[src/sv/ppm_ctx_pkg.sv]
// Shared types and constants for the context symbol table.
package ppm_ctx_pkg;

  localparam int SYM_W   = 8;
  localparam int CNT_W   = 16;
  localparam int TOTAL_W = 9;

  typedef enum logic [1:0] {
    OP_OBSERVE = 2'd0,
    OP_FORGET  = 2'd1,
    OP_FIND    = 2'd2,
    OP_CLEAR   = 2'd3
  } opcode_t;

  typedef enum logic [2:0] {
    CELL_NOP = 3'd0,
    CELL_INC = 3'd1,
    CELL_DEC = 3'd2,
    CELL_INS = 3'd3,
    CELL_DEL = 3'd4,
    CELL_CLR = 3'd5
  } cell_cmd_t;

  // Command broadcast to every cell of the row.
  typedef struct packed {
    cell_cmd_t                 cmd;
    logic signed [SYM_W-1:0]   key;
  } cell_op_t;

  // Contents of one cell as seen by its neighbours.
  typedef struct packed {
    logic                      valid;
    logic                      less;
    logic signed [SYM_W-1:0]   sym;
    logic [CNT_W-1:0]          count;
  } cell_t;

endpackage

[src/sv/ppm_ctx_cell.sv]
// One entry of the sorted symbol row: compare, count and shift to either side.
module ppm_ctx_cell #(
  parameter int COUNT_MAX = 65535
) (
  input  logic               clk,
  input  logic               rst,
  input  ppm_ctx_pkg::cell_op_t op,
  input  ppm_ctx_pkg::cell_t left,
  input  ppm_ctx_pkg::cell_t right,
  output ppm_ctx_pkg::cell_t self,
  output logic               match
);
  import ppm_ctx_pkg::*;

  logic                    valid;
  logic signed [SYM_W-1:0] sym;
  logic [CNT_W-1:0]        count;
  logic                    less;

  assign match = valid && (sym == op.key);
  assign less  = valid && (sym < op.key);

  assign self = '{valid: valid, less: less, sym: sym, count: count};

  always_ff @(posedge clk) begin
    if (rst) begin
      valid <= 1'b0;
    end else begin
      unique case (op.cmd)
        CELL_INS: begin
          // cells at or above the insertion point move up by one
          if (!less) begin
            valid <= left.less ? 1'b1 : left.valid;
          end
        end
        CELL_DEL: begin
          if (!less) begin
            valid <= right.valid;
          end
        end
        CELL_CLR: valid <= 1'b0;
        default: ;
      endcase
    end
  end

  always_ff @(posedge clk) begin
    unique case (op.cmd)
      CELL_INC: begin
        if (match && (count < CNT_W'(COUNT_MAX))) begin
          count <= count + 1'b1;
        end
      end
      CELL_DEC: begin
        if (match) begin
          count <= count - 1'b1;
        end
      end
      CELL_INS: begin
        if (!less) begin
          if (left.less) begin
            sym   <= op.key;
            count <= CNT_W'(1);
          end else begin
            sym   <= left.sym;
            count <= left.count;
          end
        end
      end
      CELL_DEL: begin
        if (!less) begin
          sym   <= right.sym;
          count <= right.count;
        end
      end
      default: ;
    endcase
  end

endmodule

[config.mk]
export PLATFORM = sky130hd
export DESIGN_NAME = ppm_ctx_cell
export DESIGN_NICKNAME = d
export VERILOG_FILES = /design/src/sv/ppm_ctx_pkg.sv /design/src/sv/ppm_ctx_cell.sv
export SDC_FILE = /design/constraint.sdc
export NUM_CORES = 1
export LEC_CHECK = 0
export BUFFER_PORTS_ARGS = -buffer_cell sky130_fd_sc_hd__buf_2
export CAP_MARGIN = 20
export CORE_UTILIZATION = 30
export CTS_BUF_LIST = sky130_fd_sc_hd__clkbuf_2
export DETAILED_ROUTE_END_ITERATION = 16
export GPL_TIMING_DRIVEN = 1
export PLACE_DENSITY = 0.5
export RECOVER_POWER = 50
export SLEW_MARGIN = 20
export SYNTH_ARGS = -nofsm -noshare
export SYNTH_HDL_FRONTEND = slang
export SYNTH_SLANG_ARGS = --single-unit
export TNS_END_PERCENT = 100
[constraint.sdc]
create_clock -name clk -period 7.35 [get_ports clk]
set_clock_uncertainty 0.2 [all_clocks]
set_input_delay 1.47 -clock clk [delete_from_list [all_inputs] [get_ports clk]]
set_output_delay 1.47 -clock clk [all_outputs]
set_load 0.01 [all_outputs]
==> flow_metrics.env <==
export IMPL_rrSetupSlack_ps=4610
export IMPL_p_switching_uw=178.4
export IMPL_layout_common_cells="buf_2 (63), clkbuf_1 (27), o21ai_0 (24), edfxtp_1 (24), ha_1 (22)"
export IMPL_syn_avg_cell_area_um2=8.941
export IMPL_area_growth_syn_to_layout_pct=20.07
export IMPL_period_needed_ps=5298
export IMPL_worstPathMaxFanout=33
export IMPL_antennaDiodeCount=0
export IMPL_yosysTopAreaCell="edfxtp_1"
export IMPL_synth_top_cell_area_share_pct=30.19
export IMPL_ir_drop_mv=0.06001
export IMPL_r2r_cells=7
export IMPL_rsz0062_at_grt="no"
export IMPL_violations="max-capacitance violations, max-slew violations"
export IMPL_pwr_share_comb_pct=42.5
export IMPL_intPower_uw=277.4
export IMPL_use_met2_pct=28.03
export IMPL_crit_family="simple AND/OR/NAND/NOR gates"
export IMPL_cts_repair_resized=0
export IMPL_setup_tns_ps=0
export IMPL_period_share_pct=72.08
export IMPL_wl_per_cell_um=15.19
export IMPL_cts_path_max_buffers=2
export IMPL_cts_setup_buffers=0
export IMPL_cts_buffers=3
export IMPL_use_met3_pct=2.596
export IMPL_grtUsageTotal_pct=16.67
export IMPL_first_pass_iters=5
export IMPL_p_seq_share_pct=44.3
export IMPL_cp_end_kind="register"
export IMPL_hold_class="reg2reg"
export IMPL_hold_buffers=0
export IMPL_overflow=0
export IMPL_status="complete, but fails checks"
export IMPL_cts_root_buffer="clkbuf_2"
export IMPL_cts_tree="built"
export IMPL_via_per_inst=5.188
export IMPL_synth_seq_cells=25
export IMPL_synthesis_area_mm2=0.002387
export IMPL_final_common_cell="buf_2"
export IMPL_path_class="in2reg"
export IMPL_seq_area_frac_synth_pct=31.03
export IMPL_grtUsageMet1_pct=22.66
export IMPL_crit_top_cell="nor2b_1"
export IMPL_die_area_mm2=0.008318
export IMPL_cp_cell_sequence="clkbuf_1, nor2b_1, nor2b_1, nor2_2, nor3_1, o31a_1"
export IMPL_ys_types=58
export IMPL_netlist_top_cells_area="edfxtp_1 (30%), ha_1 (12%), o21ai_0 (4.8%)"
export IMPL_power_density_mw_per_mm2=159.0
export IMPL_core_area_mm2=0.007727
export IMPL_min_from="valid$_SDFFE_PP0P_"
export IMPL_startpoint_type="primary input"
export IMPL_cp_data_arrival_time_ps=5130
export IMPL_worst_pin_slew_ps=2096
export IMPL_die_h_um=91.21
export IMPL_p_total_uw=455.7
export IMPL_pin_count=92
export IMPL_grt_max_degree=34
export IMPL_synth_nets=355
export IMPL_grt_pass1_vias=2264
export IMPL_cts_num_sinks=25
export IMPL_vias=2319
export IMPL_r2r_end="count[8]$_DFFE_PP_"
export IMPL_design_area_mm2=0.002867
export IMPL_clk_latency_ps=380
export IMPL_first_iter_violations=63
export IMPL_dp_cells=443
export IMPL_initial_utilization_pct=30.89
export IMPL_p_clk_share_pct=13.2
export IMPL_slowest_stage="nor2b_1"
export IMPL_postSynthCellCount=267
export IMPL_slowest_delay_ps=1620
export IMPL_route_final_wire_length_um=6789
export IMPL_setup_viol=0
export IMPL_synthArstFlopShare_pct=0
export IMPL_antenna_found_initial=0
export IMPL_hold_viol_final=0
export IMPL_fmax_ghz=0.1888
export IMPL_die_x_um=91.21
export IMPL_worst_hold_path_endpoint="valid$_SDFFE_PP0P_"
export IMPL_final_cells=447
export IMPL_place_area_mm2=0.002889
export IMPL_grt_pass1_wl_um=11050
export IMPL_fin_nets=434
export IMPL_maxCapViolations=1
export IMPL_dp_hpwl_um=5281
export IMPL_grt_busiest_layer="met2"
export IMPL_numPortBuffers=90
export IMPL_slew_limit_headroom_pct=-40.02
export IMPL_drc=0
export IMPL_cts_max_level=1
export IMPL_slew_viol_final=34
export IMPL_critPathBufInv=1
export IMPL_yosysWarnings=0
export IMPL_antenna_left=0
export IMPL_drive_gt1_share_pct=22.03
export IMPL_clkTransAtPathRegs_ps=290
export IMPL_synthFlopType="edfxtp_1"
export IMPL_holdPathStages=2
export IMPL_cp_required_ps=7190
export IMPL_synth_edf_count=24
export IMPL_fp_row_count=32
export IMPL_place_gp_congestion=0.8809
export IMPL_r2r_start="count[0]$_DFFE_PP_"
export IMPL_swShare_pct=39.14
export IMPL_p_leak_uw=0.001179
==> sequential cells by signal (all words and copies together), names as in the netlist <==
signal and count:
count 16, sym 8, valid 1
==> per-layer routing <==
metal  vias to the layer above  wire length, um
met1                      1066             3273
met5                         -                0
li1                       1165                -
met2                        86             3040
met3                         2              449
met4                         0               26
==> power by group through the flow <==
stage	sequential, uW	clock (uW)	combinational [uW]
2_1_floorplan	209	0	127
3_3_place_gp	205	0	197
3_5_place_dp	205	0	199
4_1_cts	202	62.8	200
5_1_grt	205	65.9	218
6_report	202	60.1	194
==> how the worst max path moves through the flow <==
stage,from,to,cells after the start
floorplan,op[8],count[14]$_DFFE_PP_,10
global placement,op[1],self[24],10
detailed placement,op[1],self[24],10
CTS,op[1],self[24],10
global route,op[10],count[13]$_DFFE_PP_,6
finish,op[10],count[13]$_DFFE_PP_,6
==> metrics by stage <==
stage | utilization (%) | hold slack [ps] | setup WS [ps]
3_3_place_gp | 37.39 | 380.9 | 2708
3_5_place_dp | 37.39 | 398.3 | 2696
2_1_floorplan | - | 330.6 | 2679
6_report | 37.10 | 428.7 | 2052
4_1_cts | 37.65 | 428.6 | 2682
5_1_grt | 37.10 | 507.7 | 1507
==> layout make-up <==
cell class / instances / area [um2]
Clock buffer: 3 / 15.01
Clock inverter: 1 / 5.005
Fill cell: 840 / 4861
Inverter: 14 / 52.55
Multi-Input combinational cell: 211 / 1501
Sequential cell: 25 / 740.7
Tap cell: 102 / 127.6
Timing Repair Buffer: 91 / 424.2
==> synth_stat cells, drive strengths merged, types with 2 or more instances <==
library cell,count
xor2,6
o211a,2
nand3b,2
a211oi,8
buf,8
xnor2,7
edfxtp,24
nor3,8
nand2b,3
a22oi,13
clkbuf,9
nand3,10
nor2b,6
or3,2
o31ai,2
nand4,6
o21ai,29
mux2i,9
o211ai,2
ha,22
o2111ai,2
or2,2
nor2,14
inv,14
a21oi,14
nand2,20
==> cell families (layout without fill, tap and decap cells) <==
group                    Yosys count  count (layout)  synth area share (%)
flip-flops                        25              25                 31.03
AO/OA/AOI/OAI                     85              85                 23.59
adder cells (fa/ha/maj)           23              23                 12.37
AND/OR/NAND/NOR                   81              81                 18.55
XOR/XNOR                          13              13                 4.769
multiplexers                       9               9                 3.774
buffers and inverters             31             109                 5.922
==> worst reg2reg max path: cells and delay by family (launching register included) <==
family                   cells  cell delay [ps]
flip-flops                   1              580
AO/OA/AOI/OAI                4              700
adder cells (fa/ha/maj)      1              490
AND/OR/NAND/NOR              1              320
XOR/XNOR                     1              170
Power figures use the tool's default switching activity.
